<file path="src/rtl/core/deq_pkg.sv">
// Shared definitions for the double-ended queue: field widths, request and
// status codes, and the result descriptor passed from sequencer to top level.
// No dependencies.
package deq_pkg;

    localparam int DEPTH_DEF = 64;
    localparam int DATA_W    = 32;
    localparam int MODE_W    = 3;
    localparam int STATUS_W  = 2;

    // request codes
    localparam logic [MODE_W-1:0] MODE_INS_FRONT = 3'd0;
    localparam logic [MODE_W-1:0] MODE_INS_BACK  = 3'd1;
    localparam logic [MODE_W-1:0] MODE_REM_FRONT = 3'd2;
    localparam logic [MODE_W-1:0] MODE_REM_BACK  = 3'd3;
    localparam logic [MODE_W-1:0] MODE_LIST      = 3'd4;

    // result status codes
    localparam logic [STATUS_W-1:0] STAT_OK    = 2'd0;
    localparam logic [STATUS_W-1:0] STAT_EMPTY = 2'd1;
    localparam logic [STATUS_W-1:0] STAT_FULL  = 2'd2;

    typedef struct packed {
        logic [STATUS_W-1:0] status;
        logic                from_ram;  // value comes from the RAM read port
        logic                last;
    } res_meta_t;

endpackage

</file>
<file path="src/rtl/core/deq_ram.sv">
// Generic single-port synchronous RAM with registered read.
// Read data holds while no read is issued. No dependencies.
module deq_ram #(
    parameter int WIDTH = 32,
    parameter int DEPTH = 64
) (
    input  logic                     clk,
    input  logic                     we,
    input  logic                     re,
    input  logic [$clog2(DEPTH)-1:0] addr,
    input  logic [WIDTH-1:0]         wdata,
    output logic [WIDTH-1:0]         rdata
);

    logic [WIDTH-1:0] mem [DEPTH];
    logic [WIDTH-1:0] rdata_reg;

    always_ff @(posedge clk)
    begin
        if (we)
        begin
            mem[addr] <= wdata;
        end
        if (re)
        begin
            rdata_reg <= mem[addr];
        end
    end

    assign rdata = rdata_reg;

endmodule

</file>
<file path="src/rtl/core/deq_seq.sv">
// Request sequencer: head index, occupancy, listing walk and RAM access issue.
// Depends on deq_pkg.
module deq_seq #(
    parameter int DEPTH = deq_pkg::DEPTH_DEF,
    parameter int IDX_W = $clog2(DEPTH),
    parameter int CNT_W = $clog2(DEPTH + 1)
) (
    input  logic                             clk,
    input  logic                             rst_n,
    input  logic                             req_valid,
    output logic                             req_ready,
    input  logic [deq_pkg::MODE_W-1:0]       mode,
    input  logic signed [deq_pkg::DATA_W-1:0] value,
    input  logic                             adv,
    output logic                             ram_we,
    output logic                             ram_re,
    output logic [IDX_W-1:0]                 ram_addr,
    output logic [deq_pkg::DATA_W-1:0]       ram_wdata,
    output logic                             p1_valid,
    output deq_pkg::res_meta_t               p1_meta
);

    localparam logic S_IDLE = 1'b0;
    localparam logic S_LIST = 1'b1;

    logic               state_reg, state_next;
    logic [IDX_W-1:0]   head_reg, head_next;
    logic [CNT_W-1:0]   count_reg, count_next;
    logic [CNT_W-1:0]   lidx_reg, lidx_next;
    logic               p1_valid_reg, p1_valid_next;
    deq_pkg::res_meta_t p1_meta_reg, p1_meta_next;

    logic             issue_ok, issue, acc, full, empty, list_last;
    logic [IDX_W-1:0] head_m1;

    // ring position head + off, off below DEPTH
    function automatic logic [IDX_W-1:0] wrap_add(input logic [IDX_W-1:0] h,
                                                  input logic [CNT_W-1:0] off);
        logic [IDX_W+1:0] s;
        s = {2'b00, h} + (IDX_W+2)'(off);
        if (s >= (IDX_W+2)'(DEPTH))
        begin
            s = s - (IDX_W+2)'(DEPTH);
        end
        return s[IDX_W-1:0];
    endfunction

    assign issue_ok  = !p1_valid_reg || adv;
    assign req_ready = (state_reg == S_IDLE) && issue_ok;
    assign acc       = req_valid && req_ready;
    assign full      = (count_reg == CNT_W'(DEPTH));
    assign empty     = (count_reg == '0);
    assign head_m1   = (head_reg == '0) ? IDX_W'(DEPTH - 1) : head_reg - 1'b1;
    assign list_last = ({1'b0, lidx_reg} + 1'b1) == {1'b0, count_reg};
    assign ram_wdata = value;

    always_comb
    begin
        state_next   = state_reg;
        head_next    = head_reg;
        count_next   = count_reg;
        lidx_next    = lidx_reg;
        p1_meta_next = p1_meta_reg;
        ram_we       = 1'b0;
        ram_re       = 1'b0;
        ram_addr     = head_reg;
        issue        = 1'b0;
        if (state_reg == S_LIST)
        begin
            if (issue_ok)
            begin
                ram_re       = 1'b1;
                ram_addr     = wrap_add(head_reg, lidx_reg);
                issue        = 1'b1;
                p1_meta_next = '{deq_pkg::STAT_OK, 1'b1, list_last};
                lidx_next    = lidx_reg + 1'b1;
                if (list_last)
                begin
                    state_next = S_IDLE;
                end
            end
        end
        else if (acc)
        begin
            unique case (mode)
                deq_pkg::MODE_INS_FRONT, deq_pkg::MODE_INS_BACK:
                begin
                    issue = 1'b1;
                    if (full)
                    begin
                        p1_meta_next = '{deq_pkg::STAT_FULL, 1'b0, 1'b1};
                    end
                    else
                    begin
                        ram_we       = 1'b1;
                        count_next   = count_reg + 1'b1;
                        p1_meta_next = '{deq_pkg::STAT_OK, 1'b0, 1'b1};
                        if (mode == deq_pkg::MODE_INS_FRONT)
                        begin
                            ram_addr  = head_m1;
                            head_next = head_m1;
                        end
                        else
                        begin
                            ram_addr = wrap_add(head_reg, count_reg);
                        end
                    end
                end
                deq_pkg::MODE_REM_FRONT, deq_pkg::MODE_REM_BACK:
                begin
                    issue = 1'b1;
                    if (empty)
                    begin
                        p1_meta_next = '{deq_pkg::STAT_EMPTY, 1'b0, 1'b1};
                    end
                    else
                    begin
                        ram_re       = 1'b1;
                        count_next   = count_reg - 1'b1;
                        p1_meta_next = '{deq_pkg::STAT_OK, 1'b1, 1'b1};
                        if (mode == deq_pkg::MODE_REM_FRONT)
                        begin
                            ram_addr  = head_reg;
                            head_next = wrap_add(head_reg, CNT_W'(1));
                        end
                        else
                        begin
                            ram_addr = wrap_add(head_reg, count_reg - 1'b1);
                        end
                    end
                end
                deq_pkg::MODE_LIST:
                begin
                    issue = 1'b1;
                    if (empty)
                    begin
                        p1_meta_next = '{deq_pkg::STAT_EMPTY, 1'b0, 1'b1};
                    end
                    else
                    begin
                        ram_re       = 1'b1;
                        ram_addr     = head_reg;
                        p1_meta_next = '{deq_pkg::STAT_OK, 1'b1,
                                         count_reg == CNT_W'(1)};
                        if (count_reg != CNT_W'(1))
                        begin
                            state_next = S_LIST;
                            lidx_next  = CNT_W'(1);
                        end
                    end
                end
                default:
                begin
                    // undefined modes: drop silently
                end
            endcase
        end
    end

    always_comb
    begin
        if (issue)
        begin
            p1_valid_next = 1'b1;
        end
        else if (adv)
        begin
            p1_valid_next = 1'b0;
        end
        else
        begin
            p1_valid_next = p1_valid_reg;
        end
    end

    always_ff @(posedge clk or negedge rst_n)
    begin
        if (!rst_n)
        begin
            state_reg    <= S_IDLE;
            head_reg     <= '0;
            count_reg    <= '0;
            lidx_reg     <= '0;
            p1_valid_reg <= 1'b0;
        end
        else
        begin
            state_reg    <= state_next;
            head_reg     <= head_next;
            count_reg    <= count_next;
            lidx_reg     <= lidx_next;
            p1_valid_reg <= p1_valid_next;
        end
    end

    always_ff @(posedge clk)
    begin
        p1_meta_reg <= p1_meta_next;
    end

    assign p1_valid = p1_valid_reg;
    assign p1_meta  = p1_meta_reg;

endmodule

</file>
<file path="src/rtl/core/double_ended_queue.sv">
// Top level of the bounded double-ended queue: sequencer, entry RAM and
// result output register. Depends on deq_pkg, deq_ram and deq_seq.
//
// Usage:
//   Request channel (req_valid/req_ready, mode, value) carries one request
//   per beat: insert front/back, remove front/back, or list all entries.
//   Result channel (res_valid/res_ready, status, value_res, last) returns
//   one beat per insert or remove, and one beat per stored entry for a
//   listing (a single empty beat if nothing is stored); last marks the
//   final beat of each request. Undefined modes produce no beat.
//   The first result beat of a request passes through the RAM read stage
//   and then the output register. Inserts and removals are accepted back
//   to back, one per cycle while the receiver does not stall; a listing
//   issues one RAM read per entry through the single RAM port, and holds
//   off new requests until its last read issues.
//   Reset clears head index, occupancy and all valid flags at once; the
//   entry RAM is not cleared, since no entry is read before being written.
//   When the receiver stalls, the output register holds its beat, the
//   one-deep RAM-read stage behind it holds, and req_ready drops until the
//   output register frees again. Nothing is lost while stalled.
module double_ended_queue #(
    parameter int DEPTH = deq_pkg::DEPTH_DEF
) (
    input  logic                              clk,
    input  logic                              rst_n,
    input  logic                              req_valid,
    output logic                              req_ready,
    input  logic [deq_pkg::MODE_W-1:0]        mode,
    input  logic signed [deq_pkg::DATA_W-1:0] value,
    output logic                              res_valid,
    input  logic                              res_ready,
    output logic [deq_pkg::STATUS_W-1:0]      status,
    output logic signed [deq_pkg::DATA_W-1:0] value_res,
    output logic                              last
);

    localparam int IDX_W = $clog2(DEPTH);
    localparam int CNT_W = $clog2(DEPTH + 1);

    logic                         ram_we, ram_re;
    logic [IDX_W-1:0]             ram_addr;
    logic [deq_pkg::DATA_W-1:0]   ram_wdata, ram_rdata;
    logic                         p1_valid;
    deq_pkg::res_meta_t           p1_meta;

    logic                         out_free, load;
    logic                         res_valid_reg, res_valid_next;
    logic [deq_pkg::STATUS_W-1:0] status_reg;
    logic [deq_pkg::DATA_W-1:0]   value_reg;
    logic                         last_reg;

    deq_seq #(
        .DEPTH (DEPTH),
        .IDX_W (IDX_W),
        .CNT_W (CNT_W)
    ) u_seq (
        .clk       (clk),
        .rst_n     (rst_n),
        .req_valid (req_valid),
        .req_ready (req_ready),
        .mode      (mode),
        .value     (value),
        .adv       (out_free),
        .ram_we    (ram_we),
        .ram_re    (ram_re),
        .ram_addr  (ram_addr),
        .ram_wdata (ram_wdata),
        .p1_valid  (p1_valid),
        .p1_meta   (p1_meta)
    );

    // A write and a read never share a cycle; a read of an entry written in
    // the previous cycle sees the new data, so no forwarding path is needed.
    deq_ram #(
        .WIDTH (deq_pkg::DATA_W),
        .DEPTH (DEPTH)
    ) u_ram (
        .clk   (clk),
        .we    (ram_we),
        .re    (ram_re),
        .addr  (ram_addr),
        .wdata (ram_wdata),
        .rdata (ram_rdata)
    );

    // Advance the read stage into the output register whenever it is free.
    assign out_free = !res_valid_reg || res_ready;
    assign load     = p1_valid && out_free;

    always_comb
    begin
        if (load)
        begin
            res_valid_next = 1'b1;
        end
        else if (res_ready)
        begin
            res_valid_next = 1'b0;
        end
        else
        begin
            res_valid_next = res_valid_reg;
        end
    end

    always_ff @(posedge clk or negedge rst_n)
    begin
        if (!rst_n)
        begin
            res_valid_reg <= 1'b0;
        end
        else
        begin
            res_valid_reg <= res_valid_next;
        end
    end

    always_ff @(posedge clk)
    begin
        if (load)
        begin
            status_reg <= p1_meta.status;
            value_reg  <= p1_meta.from_ram ? ram_rdata : '0;
            last_reg   <= p1_meta.last;
        end
    end

    assign res_valid = res_valid_reg;
    assign status    = status_reg;
    assign value_res = value_reg;
    assign last      = last_reg;

    // No request is taken while the read stage is blocked behind a stall.
    a_no_accept_when_blocked: assert property (
        @(posedge clk) disable iff (!rst_n)
        (p1_valid && !out_free) |-> !(req_valid && req_ready))
        else $error("request accepted while read stage blocked");

    // A defined request always produces a result in the read stage.
    a_request_issues: assert property (
        @(posedge clk) disable iff (!rst_n)
        (req_valid && req_ready && mode <= deq_pkg::MODE_LIST) |=> p1_valid)
        else $error("accepted request produced no result");

    // Empty and full results carry a zero value and close the request.
    a_refusal_shape: assert property (
        @(posedge clk) disable iff (!rst_n)
        (res_valid && status != deq_pkg::STAT_OK) |-> (value_res == '0 && last))
        else $error("refusal result malformed");

endmodule

</file>
<file path="config.mk">
export PLATFORM = sky130hd
export DESIGN_NAME = double_ended_queue
export DESIGN_NICKNAME = d
export VERILOG_FILES = /design/src/rtl/core/deq_pkg.sv /design/src/rtl/core/deq_ram.sv /design/src/rtl/core/deq_seq.sv /design/src/rtl/core/double_ended_queue.sv
export SDC_FILE = /design/constraint.sdc
export NUM_CORES = 2
export LEC_CHECK = 0
export BUFFER_PORTS_ARGS = -buffer_cell sky130_fd_sc_hd__buf_2
export CORE_MARGIN = 2
export CORE_UTILIZATION = 30
export CTS_CLUSTER_SIZE = 10
export DETAILED_ROUTE_END_ITERATION = 10
export PLACE_DENSITY = 0.55
export SYNTH_ARGS = -nofsm -noshare
export SYNTH_HDL_FRONTEND = slang
export SYNTH_SLANG_ARGS = --single-unit
</file>
<file path="constraint.sdc">
create_clock -name clk -period 12 [get_ports clk]
set_input_delay 0.6 -clock clk [delete_from_list [all_inputs] [get_ports clk]]
set_output_delay 0.6 -clock clk [all_outputs]
set_load 0.02 [all_outputs]
</file>
=== Yosys cells after proc, flatten, opt, wreduce, memory -nomap -nowiden ===
Memories as Yosys holds them, arrays and structs flattened. A register that Yosys moved wholly into a read port is not among the register bits.
Cells that the tools add are included.

* Bits in writable memories: 2048
* Input bits: 39
* Output and inout bits: 37
* Memories kept: 1
* Flip-flop bits (word level): 62

* Bitwise operators: 1
* Muxes and demuxes: 59
* $add $sub $neg: 13
* Order comparisons: 4
* Equality and inequality tests: 14
* Reduce and logical (&&, ||, !) cells: 25

{| class="wikitable"
|+ Memory list
! name !! depth !! bits a word !! read ports !! clocked after memory_dff !! wr ports !! line !! text
|-
| u_ram.mem || 64 || 32 || 1 || 1 || 1 || deq_ram.sv:15 || <nowiki>logic [WIDTH-1:0] mem [DEPTH];</nowiki>
|}

{| class="wikitable"
|+ Operators with widths
! cell !! number
|-
| 6-bit two-way mux || 16
|-
| 7-bit two-way mux || 8
|-
| 6-bit by 1-bit subtractor with 6-bit output, second input constant || 5
|-
| 1-bit two-way mux || 25
|-
| 6-bit by 7-bit adder with 8-bit output || 3
|-
| 8-bit by 7-bit >= comparator with 1-bit output, second input constant || 3
|-
| 6-bit case mux with 2 select lines || 2
|-
| 4-bit two-way mux || 4
|-
| 7-bit by 1-bit adder with 7-bit output, second input constant || 2
|-
| 7-bit case mux with 2 select lines || 1
|-
| 4-bit case mux with 3 select lines || 1
|-
| 2-bit nonzero test || 6
|-
| 5-bit AND reduction || 2
|-
| 7-bit by 1-bit adder with 8-bit output, second input constant || 1
|-
| 8-bit by 7-bit equality test with 1-bit output || 1
|-
| 6-bit by 1-bit adder with 7-bit output, second input constant || 1
|-
| 7-bit by 1-bit equality test with 1-bit output, second input constant || 1
|-
| 7-bit equality test, second input constant || 1
|-
| 7-bit >= comparator, second input constant || 1
|-
| 7-bit zero test || 1
|-
| 7-bit by 1-bit != test with 1-bit output, second input constant || 1
|-
| 7-bit AND reduction || 1
|-
| 7-bit by 1-bit subtractor with 7-bit output, second input constant || 1
|-
| 3-bit by 2-bit equality test with 1-bit output, second input constant || 2
|-
| other kinds (16) || 26
|}

=== Depth between registers and ports, before layout ===
* Depth in word-level cells: 9
* Depth in mapped cells: 18
* Mapped depth without buffers: 15

=== Hierarchy ===
Synthesis repeated with hierarchy kept, for this count alone.

* Cells, all modules: 4931
* Area, all modules: 83867.9 um^2

{| class="wikitable"
|+ By module, submodules not included
! module !! area each (um^2) !! seq. area each (um^2) !! cells an instance !! times used
|-
| deq_ram || 79392.4 || 62459.9 || 4454 || 1
|-
| deq_seq || 3125.5 || 670.6 || 403 || 1
|-
| double_ended_queue || 1350.0 || 1076.0 || 74 || 1
|}

=== Least setup slack after synthesis ===
No wires, ideal clock.

* Kind: flip-flop to flip-flop
* From: register u_seq.count_reg[0]
* To: memory u_ram.mem[40][0], enable pin
* Setup time: 421 ps
* Cell stages (with the launch flop): 17
* Path buffers: 3
* Arrival: 4810 ps
* Clock period less this slack: 5231 ps
* Setup slack: 6769 ps
* Path through: dfrtp_1 > buf_2 > inv_1 > ha_1 > clkbuf_1 > nor2b_1 > nor2b_1 > xor2_1 > ha_1 > or2_2 > a22o_1 > a21boi_2 > mux2i_1 > o211ai_1 > or3_1 > clkbuf_1 > nor2_1

* Word-level cells in the longest chain between the ends: 9

{| class="wikitable"
|+ Ends and longest elaborated chain
! what !! line !! text
|-
| from (decl) || deq_seq.sv:28 || <nowiki>logic [CNT_W-1:0] count_reg, count_next;</nowiki>
|-
| from (signal assigned) || deq_seq.sv:190 || <nowiki>count_reg <= count_next;</nowiki>
|-
| 7-bit by 1-bit subtractor with 7-bit output || deq_seq.sv:128 || <nowiki>ram_addr = wrap_add(head_reg, count_reg - 1'b1);</nowiki>
|-
| 6-bit by 7-bit adder with 8-bit output || deq_seq.sv:40 || <nowiki>s = {2'b00, h} + (IDX_W+2)'(off);</nowiki>
|-
| 8-bit by 7-bit >= comparator with 1-bit output or 6-bit by 1-bit subtractor with 6-bit output (tied branches) || deq_seq.sv:41, deq_seq.sv:43 ||
|-
| 6-bit two-way mux || deq_seq.sv:41 || <nowiki>if (s >= (IDX_W+2)'(DEPTH))</nowiki>
|-
| 6-bit two-way mux || deq_seq.sv:121 || <nowiki>if (mode == deq_pkg::MODE_REM_FRONT)</nowiki>
|-
| 6-bit two-way mux || deq_seq.sv:112 || <nowiki>if (empty)</nowiki>
|-
| 6-bit case mux with 2 select lines || deq_seq.sv:85 || <nowiki>unique case (mode)</nowiki>
|-
| 6-bit two-way mux || deq_seq.sv:83 || <nowiki>else if (acc)</nowiki>
|-
| 6-bit two-way mux || deq_seq.sv:68 || <nowiki>if (state_reg == S_LIST)</nowiki>
|-
| to (decl) || deq_ram.sv:15 ||
|}

Parallel ways exist; a longest one is shown, timed or not.

=== Worst setup path in the final report ===
* From: register u_seq.head_reg[1]
* To: memory u_ram.mem[47][9], enable pin

* Word-level cells in the longest chain between the ends: 8

{| class="wikitable"
|+ Ends and longest elaborated chain
! what !! line !! text
|-
| from (decl) || deq_seq.sv:27 || <nowiki>logic [IDX_W-1:0] head_reg, head_next;</nowiki>
|-
| from (signal assigned) || deq_seq.sv:189 || <nowiki>head_reg <= head_next;</nowiki>
|-
| 6-bit by 7-bit adder with 8-bit output || deq_seq.sv:40 ||
|-
| 8-bit by 7-bit >= comparator with 1-bit output or 6-bit by 1-bit subtractor with 6-bit output (tied branches) || deq_seq.sv:41, deq_seq.sv:43 ||
|-
| 6-bit two-way mux || deq_seq.sv:41 ||
|-
| 6-bit two-way mux, on equally long branches || deq_seq.sv:121, deq_seq.sv:98 ||
|-
| 6-bit two-way mux, on equally long branches || deq_seq.sv:112, deq_seq.sv:89 ||
|-
| 6-bit case mux with 2 select lines || deq_seq.sv:85 ||
|-
| 6-bit two-way mux || deq_seq.sv:83 ||
|-
| 6-bit two-way mux (*) || deq_seq.sv:68 ||
|}

Mark *: on every way between the ends. The rest lies on a longest branch, timed or not.

==> run_summary.xml <==
<?xml version="1.0" encoding="UTF-8"?>
<metrics>
  <group name="floorplan">
    <metric name="die-area" unit="um2">283700</metric>
    <metric name="num_io_pins" unit="">76</metric>
    <metric name="core-area" unit="um2">278700</metric>
    <metric name="die_width" unit="um">532.6</metric>
    <metric name="num_rows" unit="">194</metric>
    <metric name="chipHeight" unit="um">532.6</metric>
    <metric name="initial_core_utilization" unit="%">30.08</metric>
  </group>
  <group name="power_and_ir_drop">
    <metric name="design_power_total" unit="mW">25.59</metric>
    <metric name="combinationalPowerShare" unit="%">41.2</metric>
    <metric name="netSwitchingPower" unit="mW">10.44</metric>
    <metric name="netSwitchingFraction" unit="%">40.81</metric>
    <metric name="vdd.ir_drop.worst" unit="uV">442.6</metric>
    <metric name="power.density_cell_area" unit="nW/um2">269.2</metric>
    <metric name="power_leakage" unit="nW">30.49</metric>
    <metric name="share_seq_of_total_power" unit="%">34.4</metric>
    <metric name="design_internal_power" unit="mW">15.14</metric>
    <metric name="clock_power_share" unit="%">24.4</metric>
  </group>
  <group name="clocking">
    <metric name="numClockSinks" unit="">2142</metric>
    <metric name="clkLatencyLatePin" unit="ns">0.86</metric>
    <metric name="postCtsSetupRepairBufs" unit="">0</metric>
    <metric name="cts.reportedPaths.clkPinSlew" unit="ns">0.06</metric>
    <metric name="postCtsResizedCells" unit="">0</metric>
    <metric name="clockRootBuffer" unit="">clkbuf_16</metric>
    <metric name="cts.hold.buffers_added" unit="">2</metric>
    <metric name="htree_levels" unit="">4</metric>
    <metric name="cts_max_path_buffers" unit="">3</metric>
    <metric name="cts_inserted_buffers" unit="">235</metric>
    <metric name="tritoncts" unit="">done</metric>
  </group>
  <group name="drt">
    <metric name="routed-wl-met3" unit="um">20340</metric>
    <metric name="routed_wl" unit="um">249000</metric>
    <metric name="drt_pre_antenna_iters" unit="">5</metric>
    <metric name="detail_route.iter0.violations" unit="">5591</metric>
    <metric name="drt.antenna.violating_nets" unit="">0</metric>
    <metric name="detail_route.vias_per_cell" unit="">5.307</metric>
    <metric name="uppermost_signal_routing_layer_after_detailed_routing" unit="">met5</metric>
    <metric name="wl_per_cell" unit="um">27.47</metric>
    <metric name="met1_length" unit="um">106700</metric>
    <metric name="drt_drc_violations_left" unit="">0</metric>
    <metric name="met2WireLength" unit="um">116300</metric>
    <metric name="vias" unit="">48116</metric>
  </group>
  <group name="timing">
    <metric name="worstMarginPinSlew" unit="ns">1.322</metric>
    <metric name="grt_setup_unrepaired" unit="">no</metric>
    <metric name="max_transition_viols_final" unit="">0</metric>
    <metric name="maxSlewHeadroom" unit="%">11.87</metric>
    <metric name="fin_tns_setup" unit="ns">0</metric>
    <metric name="skew" unit="ns">0.05794</metric>
    <metric name="fin_crit" unit="ns">6.276</metric>
    <metric name="setup_viol_count_final" unit="">0</metric>
    <metric name="number_of_endpoints_with_negative_hold_slack_in_the_final_report" unit="">0</metric>
    <metric name="clock.fmax" unit="GHz">0.1593</metric>
    <metric name="period_share" unit="%">52.30</metric>
  </group>
  <group name="global_route">
    <metric name="grt_usage" unit="%">17.02</metric>
    <metric name="grt_pass1_vias" unit="">46841</metric>
    <metric name="global_route_wire_length_before_repair" unit="um">350900</metric>
    <metric name="largest_net_degree_at_the_start_of_global_routing" unit="">156</metric>
    <metric name="global_route_overflow" unit="">0</metric>
    <metric name="grt_antenna_before_repair" unit="">35</metric>
  </group>
  <group name="final_layout">
    <metric name="finish.instance_area" unit="um2">95050</metric>
    <metric name="drive_gt1_share" unit="%">10.88</metric>
    <metric name="areaGrowthSynthToFinish" unit="%">13.38</metric>
    <metric name="fin_nets" unit="">5340</metric>
    <metric name="largest_register_ff_count" unit="">2048</metric>
  </group>
  <group name="logic_synthesis">
    <metric name="dominant_synthesized_flop_cell" unit="">edfxtp_1</metric>
    <metric name="synth_sequential_area_ratio" unit="%">76.59</metric>
    <metric name="yosys-top-cells-area" unit="">edfxtp_1, mux2i_1, a32oi_1</metric>
    <metric name="synthMostInstantiatedCell" unit="">edfxtp_1</metric>
    <metric name="post_synth_inst_count" unit="">5169</metric>
    <metric name="synth_common_cells" unit="">edfxtp_1, nand2_1, mux2i_1, a32oi_1, buf_2</metric>
    <metric name="post_synth_num_cell_types" unit="">81</metric>
    <metric name="ys_ff_latch" unit="">2142</metric>
    <metric name="synth_enable_flop_cells" unit="">2119</metric>
    <metric name="synth.cell_area" unit="um2">83830</metric>
    <metric name="synthDominantAreaCellType" unit="">edfxtp_1</metric>
    <metric name="synthesis.yosys.warnings" unit="">0</metric>
    <metric name="async_flop_share" unit="%">1.074</metric>
    <metric name="postSynthNetCount" unit="">5232</metric>
    <metric name="mean_area_per_synthesized_cell" unit="um2">16.22</metric>
    <metric name="share_of_the_synthesized_area_in_the_top_cell_type" unit="%">75.90</metric>
  </group>
  <group name="setup_path">
    <metric name="crit_path_max_fanout" unit="">67</metric>
    <metric name="end_kind" unit="">register</metric>
    <metric name="startpoint_kind_of_the_worst_setup_timing_path" unit="">register</metric>
    <metric name="path_class" unit="">register to register</metric>
    <metric name="cp_data_arrival_time" unit="ns">6.74</metric>
    <metric name="wp_data_required" unit="ns">12.47</metric>
    <metric name="critical_path.top_delay_family" unit="">simple AND/OR/NAND/NOR gates</metric>
    <metric name="timing.critical_path.mode_cell" unit="">buf_4</metric>
    <metric name="critical-path-slowest-cell" unit="">nand3_1</metric>
    <metric name="critical-path-max-stage-delay" unit="ns">0.94</metric>
    <metric name="path_buf_inv" unit="">3</metric>
    <metric name="critical_path.cell_chain" unit="">inv_1, ha_1, nor3b_1, a211oi_1, o32ai_2, o221a_4, buf_4, nand3_1, nor2_4, buf_4</metric>
  </group>
  <group name="placement">
    <metric name="gp_congestion" unit="">0.8124</metric>
    <metric name="hpwl_detailed" unit="um">124900</metric>
    <metric name="placed_cell_area" unit="um2">88690</metric>
    <metric name="place.port_buffers" unit="">75</metric>
  </group>
  <group name="worst_hold_path">
    <metric name="hp-class" unit="">primary input to register</metric>
  </group>
  <group name="flow_run">
    <metric name="max_capacitance_violation_count" unit="">0</metric>
  </group>
  <group name="outcome">
    <metric name="status" unit="">completed</metric>
  </group>
</metrics>
==> worst paths after layout <==
| path | start | endpoint | slack, ns | depth (start not counted) |
|---|---|---|---|---|
| setup / recovery | u_seq.head_reg[1] | u_ram.mem[47][9] | 5.72 | 10 |
| hold / removal | req_valid | u_seq.p1_valid | 0.05 | 3 |
| setup reg to reg | u_seq.head_reg[1] | u_ram.mem[47][9] | 5.72 | 10 |
| hold reg to reg | u_seq.p1_meta[0] | last | 0.43 | 0 |
| max in group asynchronous | rst_n | u_seq.lidx_reg[5] | 11.34 | 2 |
| min in group asynchronous | rst_n | u_seq.count_reg[3] | 0.27 | 2 |
==> area by class of cell <==
class                   count  area [um2]
multi-input cells        2684       18400
repair buffers            198        1379
clock buffers             260        5974
flip-flops and latches   2142       64210
well taps                3724        4659
fillers                 26493      183600
clock inverters            22       317.8
diodes                     20       50.05
inverters                  16       60.06
==> layout by cell type (no fill, tap or decap), types with 9 or more instances in the layout <==
master     Yosys  routed
a21oi_1       23      23
o22a_1        33      33
nor2_1        96      32
diode_2        0      20
o21ai_0       24      24
nor3_1        10      10
buf_2        179      75
nand2b_1      10       9
nand2_1     1068    1067
nand3_1       31      31
o221ai_2      30      30
and2_1        36      35
dfrtp_1       23      23
mux2i_1      515     515
nor2_4         0      64
inv_1         15      15
buf_4         36     115
clkbuf_16      0     235
a32oi_1      504     504
nand4_1      134     134
xor2_1        16      16
ha_1          21      21
clkbuf_1      77      25
xnor2_1       18      18
edfxtp_1    2119    2119
==> layer usage <==
metal / GRT usage (%) / up-vias
li1: - / 20480
met1: 23.76 / 25208
met2: 27.35 / 2068
met3: 3.148 / 354
met4: 4.083 / 6
met5: 0 / -
==> power by group through the flow <==
stage	registers (mW)	logic (mW)	clock network, mW
global route	8.82	11.2	6.61
finish	8.80	10.5	6.24
global placement	8.95	10.4	0
floorplan	8.86	6.66	0
CTS	8.80	10.5	6.34
detailed placement	8.95	10.5	0
==> per-stage QoR <==
step / hold slack (ns) / std cells / setup WS [ns] / util [%]
4_1_cts: 0.0001026 / 9046 / 5.741 / 34.09
2_1_floorplan: 0.3044 / 5169 / 6.769 / -
3_5_place_dp: 0.4155 / 8762 / 5.801 / 31.83
6_report: 0.05444 / 9066 / 5.724 / 34.11
5_1_grt: 0.06103 / 9058 / 5.448 / 34.10
3_3_place_gp: 0.4077 / 8762 / 5.901 / 31.83
==> worst reg2reg max path: cells and delay by family, from the launching register on <==
kind                     cells  cell delay (ns)
AO/OA/AOI/OAI                3             1.07
flip-flops                   1             0.60
AND/OR/NAND/NOR              3             2.26
adder cells (fa/ha/maj)      1             0.31
buffers and inverters        3             1.61
==> logic make-up (layout without fill, tap and decap cells) <==
logic type / count (synthesis) / count (layout) / synth area share [%]
flip-flops: 2142 / 2142 / 76.59
buffers and inverters: 343 / 496 / 2.139
other: 0 / 20 / 0
adder cells (fa/ha/maj): 24 / 24 / 0.3851
AO/OA/AOI/OAI: 679 / 679 / 7.134
XOR/XNOR: 34 / 34 / 0.3552
multiplexers: 517 / 517 / 6.176
AND/OR/NAND/NOR: 1430 / 1430 / 7.219
Note: power is estimated with default switching activity, not from simulation.
